File: config.mk
export PLATFORM = sky130hd
export DESIGN_NAME = fctab_ctrl
export DESIGN_NICKNAME = d
export VERILOG_FILES = /design/src/fctab_pkg.sv /design/src/fctab_ctrl.sv
export SDC_FILE = /design/constraint.sdc
export NUM_CORES = 1
export LEC_CHECK = 0
export ABC_CLOCK_PERIOD_IN_PS = 2000
export BUFFER_PORTS_ARGS = -buffer_cell sky130_fd_sc_hd__buf_2
export CAP_MARGIN = 30
export CORE_AREA = 2 2 39 41
export CTS_BUF_LIST = sky130_fd_sc_hd__clkbuf_4 sky130_fd_sc_hd__clkbuf_8
export DETAILED_ROUTE_END_ITERATION = 7
export DIE_AREA = 0 0 41 43
export GPL_TIMING_DRIVEN = 0
export PLACE_DENSITY = 0.57
export SYNTH_ARGS = -nofsm -noshare
export SYNTH_HDL_FRONTEND = slang
export SYNTH_SLANG_ARGS = --single-unit
File: constraint.sdc
create_clock -name clk -period 2 [get_ports clk]
set_clock_uncertainty 0.1 [all_clocks]
set_input_delay 0.1 -clock clk [delete_from_list [all_inputs] [get_ports clk]]
set_output_delay 0.1 -clock clk [all_outputs]
set_load 0.05 [all_outputs]
File: src/fctab_pkg.sv
package fctab_pkg;

	typedef enum logic [1:0] {
		OP_READ  = 2'd0,
		OP_WRITE = 2'd1,
		OP_EOC   = 2'd2,
		OP_ALLOC = 2'd3
	} op_t;

	localparam logic [15:0] END_OF_CHAIN = 16'hFFFF;
	localparam logic [15:0] ENTRY_FREE   = 16'h0000;
	localparam logic [16:0] FIRST_DATA   = 17'd2;
	localparam logic [12:0] SIZE_RESET   = 13'd4096;

	// controller -> datapath
	typedef struct packed {
		logic clr_en;
		logic accept;
		logic scan_start;
		logic scan_run;
		logic rd_load;
		logic res_load;
		logic imm_load;
	} cmd_t;

	// datapath -> controller
	typedef struct packed {
		logic clr_done;
		logic rd_ok;
		logic scan_done;
	} sts_t;

endpackage

File: src/fctab_ctrl.sv
module fctab_ctrl import fctab_pkg::*; (
	input  logic       clk,
	input  logic       arst_n,
	input  logic       in_valid,
	input  logic [1:0] in_op,
	output logic       in_ready,
	output logic       out_valid,
	input  logic       out_ready,
	output cmd_t       cmd,
	input  sts_t       sts
);

	typedef enum logic [2:0] {
		ST_CLEAR,
		ST_IDLE,
		ST_READ,
		ST_SCAN,
		ST_DONE
	} state_t;

	state_t state_q;
	logic   out_valid_q;
	logic   out_free;
	logic   accept;
	op_t    op;

	assign op       = op_t'(in_op);
	assign out_free = !out_valid_q || out_ready;
	assign in_ready = (state_q == ST_IDLE) && out_free;
	assign accept   = in_valid && in_ready;
	assign out_valid = out_valid_q;

	always_comb begin
		cmd            = '0;
		cmd.clr_en     = (state_q == ST_CLEAR);
		cmd.accept     = accept;
		cmd.scan_start = accept && (op == OP_ALLOC);
		cmd.imm_load   = accept && (op == OP_WRITE || op == OP_EOC ||
			(op == OP_READ && !sts.rd_ok));
		cmd.scan_run   = (state_q == ST_SCAN);
		cmd.rd_load    = (state_q == ST_READ) && out_free;
		cmd.res_load   = (state_q == ST_DONE) && out_free;
	end

	always_ff @(posedge clk or negedge arst_n) begin
		if (!arst_n) begin
			state_q     <= ST_CLEAR;
			out_valid_q <= 1'b0;
		end else begin
			if (cmd.imm_load || cmd.rd_load || cmd.res_load) begin
				out_valid_q <= 1'b1;
			end else if (out_ready) begin
				out_valid_q <= 1'b0;
			end
			case (state_q)
				ST_CLEAR: begin
					if (sts.clr_done) state_q <= ST_IDLE;
				end
				ST_IDLE: begin
					if (accept && op == OP_ALLOC) begin
						state_q <= ST_SCAN;
					end else if (accept && op == OP_READ && sts.rd_ok) begin
						state_q <= ST_READ;
					end
				end
				ST_READ: begin
					if (out_free) state_q <= ST_IDLE;
				end
				ST_SCAN: begin
					if (sts.scan_done) state_q <= ST_DONE;
				end
				ST_DONE: begin
					if (out_free) state_q <= ST_IDLE;
				end
				default: state_q <= ST_CLEAR;
			endcase
		end
	end

endmodule

==> results_dict.tcl, run 1 <==
set metrics [dict create \
    drive_above_1_share_pct 47.3 \
    fin_util_pct 42.1 \
    rrSetupSlack_ns 0.64 \
    routed_via_density 4.84 \
    clockBufferDepth 2 \
    synth.distinct_cells 26 \
    syn_area_sq_um 422 \
    p_leak_nw 0.305 \
    root_buffer "clkbuf_4" \
    status "complete, no violations" \
    peakVddDrop_mv 0.967 \
    wire_per_inst_um 10.4 \
    syn_nets 63 \
    dpl.hpwl_um 713 \
    period_needed_ns 1.88 \
    p_per_area_nw_per_um2 1670 \
    synth_xor_area_share_pct 0 \
    slew_violations 0 \
    antenna_found_initial 0 \
    synth-seq-area-share_pct 23.7 \
    critical_path.max_stage_delay_ns 0.39 \
    fin_nets 86 \
    crit_required_ns 1.80 \
    crit_start "out_valid" \
    crit_chain "nor2b_4 > buf_6 > nor4_4 > and2_4 > buf_4 > buf_2" \
    tightestPinTransition_ns 0.246 \
    grt_pass1_wl_um 1580 \
    fillCellCount 154 \
    hold_viol_final 0 \
    fp.dieH_um 43 \
    busiest_layer "met1" \
    via_count 436 \
    worstSetupStartpointType "flop" \
    initial_utilization_pct 30.5 \
    r2r_end "state_q[1]" \
    synthAdderAreaFrac_pct 5.93 \
    grt_use_met1_pct 19.1 \
    track_usage_pct 13.8 \
    routed_wl_um 932 \
    area_delta_synth_final_pct 38.3 \
    rr_worst_depth 5 \
    yosys.area_share.simple_pct 36.5 \
    gp_congestion 0.719 \
    top_level_ports 18 \
    synthMuxAreaShare_pct 0 \
    crit_type "reg -> out" \
    pre_cts_ws_ns 0.320 \
    overflow 0 \
    ant_nets 0 \
    hold_ws_ns 0.0227 \
    worst-path-stages 6 \
    synth-seq-cells 4 \
    path_buf_inv 3 \
    end_kind "primary output" \
    cts-buffers-inserted 3 \
    cts_max_level 1 \
    use_met2_pct 16.9 \
    synth_compound_area_share_pct 21.7 \
    critPathArrivalTime_ns 1.68 \
    relSlewSlack_pct 83.5 \
    die_x_um 41 \
    critPathTopFamily "simple AND/OR/NAND/NOR gates" \
    n_antenna_cell 0 \
    rsz0062_at_grt "no" \
    clock_sinks 4 \
    synthCells 52 \
    synth.avg_cell_area_sq_um 8.11 \
    maxCapViolCount 0 \
    setup_ws_ns 0.123 \
    fmaxAchievable_mhz 533 \
    drt_first_iter_violations 5 \
    rows 14 \
    cts_tree "yes" \
    drc_errors 0 \
    reg2reg_from "out_valid" \
    path_max_fanout 10 \
    hp-class "in -> reg" \
    synth_top_family_by_area "simple AND/OR/NAND/NOR gates" \
    grt_use_met3_pct 4.71 \
    crit_path_end "cmd[5]" \
    yosysWarnings 0 \
    cpMaxStageDelayCell "dfrtp_2" \
    stdcell_area_sq_um 583 \
    path_clk_slew_ns 0.04 \
    fin_crit_sh_pct 93.9 \
    port_buffers 17 \
    grt_max_degree 11 \
    insertion_delay_ns 0.24 \
    dr.pass1.iters 4 \
    placed_cell_area_sq_um 538 \
    grt_pass1_vias 372 \
    core-area_sq_um 1380 \
    finalSetupViolCount 0 \
    die_area_sq_um 1760 \
]
metrics by stage:
step                setup TNS (ns)  power (W)  cells
global route                     0    0.00104     90
detailed placement               0   0.000839     85
global placement                 0   0.000838     85
CTS                              0   0.000974     90
finish                           0   0.000973     90
floorplan                   -0.378   0.000712     52
how the worst min path moves through the flow:
stage                     startpoint         end  slack, ns  depth (start not counted)
final                         sts[0]  state_q[2]       0.02                          2
after global routing          sts[0]  state_q[2]      0.005                          2
after CTS                     sts[0]  state_q[2]       0.02                          2
after detailed placement      arst_n  state_q[1]      -0.19                          1
after global placement        arst_n  state_q[1]      -0.19                          1
after floorplan               arst_n   out_valid      -0.30                          0
cell usage in the layout (no fill, tap or decap):
master / count
clkbuf_4: 4
a311oi_2: 1
nand2_1: 5
nor2b_4: 1
inv_1: 4
buf_6: 1
nor4b_2: 1
and2b_4: 1
and3_2: 1
buf_2: 18
nor2_1: 5
dfrtp_1: 3
nor4_1: 1
nor3_2: 1
nor2b_1: 1
and2_4: 1
o21ai_0: 2
nand2b_1: 3
nor3_1: 1
dfrtp_2: 1
ha_1: 2
dlygate4sd3_1: 1
a211oi_1: 2
and2_1: 1
nor4_4: 1
a21oi_1: 5
buf_4: 3
a21o_1: 1
a32o_1: 1
a211o_1: 1
layer usage:
layer,vias up,share of wire (%)
li1,223,-
met1,199,48
met2,14,48
met3,0,4.5
met4,0,0
met5,-,0
kinds of logic (layout without fill, tap and decap cells):
logic type,after synthesis,in the layout
and+or+nand+nor,24,24
AOI/OAI and AO/OA,13,13
DFF,4,4
buffers and inverters,9,31
adders and majority gates,2,2
repair_timing:
action	in CTS	in global routing
gates resized for setup	0	3
setup buffers	0	0
setup endpoints to repair	0	2
hold buffers	1	0
hold endpoints to repair	4	0
where the power goes:
group	internal [W]	leakage (nW)	switching [W]
clock	0.0000887	0.0184	0.0000370
combinational	0.000239	0.239	0.000450
sequential	0.000119	0.0480	0.0000389
total	0.000447	0.305	0.000526
area by class of cell:
class	count	area [sq um]	share of cell area, %
Inverter	4	15.0	2.58
Buffer	5	36.3	6.22
Timing Repair Buffer	18	97.6	16.7
Sequential cell	4	101	17.4
Clock buffer	4	30.0	5.15
Tap cell	16	20.0	3.43
Multi-Input combinational cell	39	283	48.5
Yosys cell counts:
cell,number,area [sq um]
a211o_1,1,8.76
a211oi_1,2,15.0
a21o_1,1,7.51
a21oi_1,5,25.0
a311oi_2,1,15.0
a32o_1,1,10.0
and2_1,2,12.5
and2b_1,1,7.51
and3_1,1,6.26
buf_2,2,10.0
buf_4,2,15.0
buf_6,1,11.3
dfrtp_1,4,100
ha_1,2,25.0
inv_1,4,15.0
nand2_1,5,18.8
nand2b_1,3,18.8
nor2_1,5,18.8
nor2b_1,1,6.26
nor2b_4,1,13.8
nor3_1,1,5.00
nor3_2,1,10.0
nor4_1,1,6.26
nor4_4,1,21.3
nor4b_1,1,8.76
o21ai_0,2,10.0
sequential cells by signal (all words and copies together), names as in the netlist:
name / flops
state_q: 3
out_valid: 1
No activity file was read; power rests on OpenSTA's default activity.
==> run 2: changes to the inputs <==
CORE_AREA = 5 5 42 44   (was 2 2 39 41)
DIE_AREA = 0 0 47 49   (was 0 0 41 43)
==> results_dict.tcl, run 2 (synthesis results as in run 1) <==
set metrics [dict create \
    status "complete, no violations" \
    placed_cell_area_sq_um 538 \
    met1_length_um 502 \
    p_per_area_nw_per_um2 1670 \
    fin_nets 86 \
    crit_type "reg -> out" \
    hp-class "in -> reg" \
    relSlewSlack_pct 82.2 \
    grt_pass1_vias 425 \
    track_usage_pct 10.1 \
    hold_viol_final 0 \
    critPathArrivalTime_ns 1.71 \
    fmaxAchievable_mhz 523 \
    final_common_cell "buf_2" \
    cpMaxStageDelayCell "dfrtp_2" \
    core-area_sq_um 1400 \
    comb_power_share_pct 70.8 \
    drt_first_iter_violations 5 \
    routed_wl_um 1060 \
    rr_worst_depth 5 \
    via_count 434 \
    wire_per_inst_um 11.8 \
    insertion_delay_ns 0.24 \
    cts_tree "yes" \
    overflow 0 \
    r2r_end "state_q[1]" \
    routed_via_density 4.82 \
    largest_reg_flops 3 \
    finalSetupViolCount 0 \
    cts_max_level 1 \
    dr.pass1.iters 4 \
    period_needed_ns 1.91 \
    ant_nets 0 \
    root_buffer "clkbuf_4" \
    holdPathStages 2 \
    path_max_fanout 10 \
    clockPowerShare_pct 12.9 \
    p_leak_nw 0.302 \
    hold_ws_ns 0.00959 \
    area_delta_synth_final_pct 38.3 \
    clock_sinks 4 \
    gp_congestion 0.714 \
    p_sw_share_pct 54.5 \
    crit_required_ns 1.80 \
    power_frac_seq_pct 16.3 \
    hold-path-endpoint "state_q[2]" \
    met2_length_um 473 \
    slew_violations 0 \
    grt_pass1_wl_um 1740 \
    port_buffers 17 \
    critical_path.max_stage_delay_ns 0.40 \
    worstSetupStartpointType "flop" \
    totalNegativeSetupSlack_ns 0 \
    maxCapViolCount 0 \
    die_area_sq_um 2300 \
    dpl.hpwl_um 844 \
    tightestPinTransition_ns 0.267 \
    rows 14 \
    path_clk_slew_ns 0.04 \
    cts-buffers-inserted 3 \
    top_level_ports 18 \
    reg2reg_from "out_valid" \
    fin_crit_sh_pct 95.6 \
    rsz0062_at_grt "no" \
    critPathTopFamily "simple AND/OR/NAND/NOR gates" \
    drc_errors 0 \
    routed.top_layer "met4" \
    power_w 0.000976 \
    path_buf_inv 2 \
    drive_above_1_share_pct 45.9 \
    top_register "state_q" \
    fp.dieH_um 49 \
    end_kind "primary output" \
    antenna_found_initial 0 \
    grt_max_degree 11 \
    die_x_um 47 \
    crit_chain "nor2b_4 > buf_6 > nor4_4 > and2_1 > and2b_4 > clkbuf_4" \
    n_antenna_cell 0 \
    clockBufferDepth 2 \
    rrSetupSlack_ns 0.62 \
    min_from "sts[0]" \
    peakVddDrop_mv 0.832 \
    stdcell_area_sq_um 583 \
    mostFrequentLayoutCells "buf_2 (17), clkbuf_4 (6), a21oi_1 (5), nor2_1 (5), nand2_1 (5)" \
    wl_met3_um 64 \
    initial_utilization_pct 30.1 \
    p_int_w 0.000444 \
    power_switching_w 0.000532 \
]
run 2: cell types whose count changed in the layout (fill, tap and decap cells not counted), sizes merged:
cell | previous run | this run
clkbuf | 4 | 6
buf | 22 | 20
run 2: area by class of cell:
cell class	instances	area, sq um
Timing Repair Buffer	18	100
Inverter	4	15.0
Sequential cell	4	101
Clock buffer	4	30.0
Tap cell	16	20.0
Multi-Input combinational cell	39	280
Buffer	5	36.3
Fill cell	164	818
run 2: power groups by stage:
stage	logic [W]	registers (W)	clock network [W]
6_report	0.000691	0.000159	0.000126
5_1_grt	0.000742	0.000166	0.000137
4_1_cts	0.000691	0.000161	0.000130
3_5_place_dp	0.000688	0.000163	0
3_3_place_gp	0.000683	0.000159	0
2_1_floorplan	0.000526	0.000187	0
run 2: worst register-to-register path: stages, from the launching register on:
cell and delay [ns]:
dfrtp_2 0.40, nor2b_4 0.13, buf_6 0.14, nor3_2 0.21, nor2_1 0.08, a311oi_2 0.23
run 2: worst max-delay path by stage:
| stage | to | slack [ns] | cells past startpoint | from |
|---|---|---|---|---|
| 2_1_floorplan | cmd[0] | -0.15 | 5 | out_valid |
| 3_3_place_gp | cmd[0] | 0.32 | 6 | out_valid |
| 3_5_place_dp | cmd[0] | 0.30 | 6 | out_valid |
| 4_1_cts | cmd[0] | 0.02 | 6 | out_valid |
| 5_1_grt | cmd[0] | 0.003 | 6 | out_valid |
| 6_report | cmd[0] | 0.09 | 6 | out_valid |
run 2: layer usage:
| layer | up-vias | GRT usage, % |
|---|---|---|
| li1 | 222 | - |
| met1 | 194 | 13.4 |
| met3 | 2 | 3.32 |
| met2 | 16 | 14.7 |
| met5 | - | 0 |
| met4 | 0 | 4.15 |
run 2: repair_timing:
item / CTS / global route
resized for setup: 0 / 2
setup endpoints to repair: 0 / 2
hold endpoints to repair: 4 / 0
hold buffers: 1 / 0
setup buffers: 0 / 0
run 2: stage by stage:
step,setup slack (ns),utilization (%),cells
2_1_floorplan,-0.154,-,52
3_3_place_gp,0.324,38.4,85
3_5_place_dp,0.295,38.4,85
4_1_cts,0.0225,41.3,90
5_1_grt,0.00294,41.6,90
6_report,0.0880,41.6,90
==> run 3: changes to the inputs <==
CORE_AREA = 2 2 39 41   (was 5 5 42 44)
DIE_AREA = 0 0 41 43   (was 0 0 47 49)
HOLD_SLACK_MARGIN = 0.06   (was default)
==> results_dict.tcl, run 3 (synthesis results as in run 1) <==
set metrics [dict create \
    peakVddDrop_mv 0.968 \
    status "complete, no violations" \
    relSlewSlack_pct 83.4 \
    dr.pass1.iters 4 \
    cts_max_level 1 \
    clockBufferDepth 2 \
    fillCellCount 155 \
    root_buffer "clkbuf_4" \
    grt_max_degree 11 \
    initial_utilization_pct 30.5 \
    overflow 0 \
    finalNonFillerCells 91 \
    hp-class "in -> async" \
    p_sw_share_pct 54.1 \
    rsz0062_at_grt "no" \
    top_level_ports 18 \
    comb_power_share_pct 70.9 \
    power_frac_seq_pct 16.2 \
    wire_per_inst_um 10.4 \
    crit_chain "nor2b_4 > buf_6 > nor4_4 > and2_4 > buf_4 > buf_2" \
    path_max_fanout 10 \
    finalSetupViolCount 0 \
    via_count 425 \
    die_x_um 41 \
    port_buffers 17 \
    grt_pass1_vias 374 \
    critical_path.max_stage_delay_ns 0.39 \
    cts_setup_buffers 0 \
    path_buf_inv 3 \
    clockPowerShare_pct 12.9 \
    tightestPinTransition_ns 0.246 \
    fp.dieH_um 43 \
    critPathArrivalTime_ns 1.68 \
    p_leak_nw 0.309 \
    drive_above_1_share_pct 46.7 \
    mostFrequentLayoutCells "buf_2 (18), a21oi_1 (5), nor2_1 (5), nand2_1 (5)" \
    critPathTopFamily "simple AND/OR/NAND/NOR gates" \
    cpMaxStageDelayCell "dfrtp_2" \
    antenna_found_initial 0 \
    dp.cells 85 \
    slew_violations 0 \
    power_switching_w 0.000527 \
    hold_viol_final 0 \
    fin_nets 87 \
    area_delta_synth_final_pct 40.7 \
    crit_required_ns 1.80 \
    maxCapViolCount 0 \
    path_clk_slew_ns 0.04 \
    gp_congestion 0.719 \
    final_common_cell "buf_2" \
    track_usage_pct 13.9 \
    worstSetupStartpointType "flop" \
    drc_errors 0 \
    cts-buffers-inserted 3 \
    n_antenna_cell 0 \
    fmaxAchievable_mhz 533 \
    core-area_sq_um 1380 \
    drt_first_iter_violations 5 \
    p_per_area_nw_per_um2 1640 \
    end_kind "primary output" \
    multi_input_area_sq_um 283 \
    largest_reg_flops 3 \
    cts_tree "yes" \
    power_w 0.000975 \
    p_int_w 0.000448 \
    die_area_sq_um 1760 \
    grt_pass1_wl_um 1590 \
    clock_sinks 4 \
    routed_wl_um 942 \
    fin_crit_sh_pct 93.9 \
    period_needed_ns 1.88 \
    rows 14 \
    dpl.hpwl_um 713 \
    top_register "state_q" \
    insertion_delay_ns 0.24 \
    register_area_sq_um 101 \
    crit_type "reg -> out" \
    ant_nets 0 \
    routed_via_density 4.67 \
]
==> run 3: cell count changes in the layout (fill, tap and decap cells not counted), sizes merged <==
cell / previous run / this run
dlygate4sd3: 1 / 2
clkbuf: 6 / 4
buf: 20 / 22
==> run 3: worst reg2reg max path, stage by stage (launching register included) <==
cell,delay [ns]
dfrtp_2,0.39
nor2b_4,0.12
buf_6,0.14
nor3_2,0.22
nor2_1,0.07
a311oi_2,0.23
==> run 3: routing by layer <==
| metal | part of all wire [%] | global-route usage [%] | wire, um |
|---|---|---|---|
| met4 | 0 | 10.0 | 0 |
| met5 | 0 | 0 | 0 |
| met2 | 49 | 16.9 | 458 |
| met3 | 3.9 | 4.71 | 37 |
| met1 | 47 | 19.4 | 446 |
==> run 3: worst paths after layout <==
path / from / endpoint / slack [ns] / cells past startpoint
setup reg to reg: out_valid / state_q[1] / 0.65 / 5
hold / removal: arst_n / state_q[1] / 0.1 / 2
hold reg to reg: state_q[0] / state_q[1] / 0.53 / 3
max in group asynchronous: arst_n / out_valid / 1.58 / 2
min in group clk: in_valid / state_q[0] / 0.18 / 5
setup / recovery: out_valid / cmd[5] / 0.12 / 6
==> run 3: final cells by class <==
class                           instances  share of cell area, %
Buffer                                  5                   6.12
Clock buffer                            4                   5.06
Inverter                                4                   2.53
Multi-Input combinational cell         39                   47.7
Sequential cell                         4                   17.1
Tap cell                               16                   3.38
Timing Repair Buffer                   19                   18.1
==> run 3: per-stage QoR <==
step	hold WS, ns	setup slack, ns	instance area (sq um)	util, %	TNS, ns
2_1_floorplan	-0.296	-0.154	433	-	-0.378
6_report	0.0956	0.122	593	42.9	0
3_5_place_dp	-0.192	0.320	538	38.9	0
5_1_grt	0.0884	0.00953	593	42.9	0
3_3_place_gp	-0.192	0.325	538	38.9	0
4_1_cts	0.0974	0.0501	588	42.5	0
==> run 3: repair_timing <==
| action | in CTS | in global routing |
|---|---|---|
| setup endpoints to repair | 0 | 2 |
| endpoints found under the hold margin | 5 | 0 |
| resized for setup | 0 | 3 |
| hold buffers | 2 | 0 |
==> run 3: power by group through the flow <==
stage               Combinational (W)  Clock, W  Sequential (W)
floorplan                    0.000526         0        0.000187
global placement             0.000679         0        0.000159
detailed placement           0.000680         0        0.000159
CTS                          0.000687  0.000131        0.000158
global route                 0.000734  0.000145        0.000162
finish                       0.000691  0.000126        0.000158
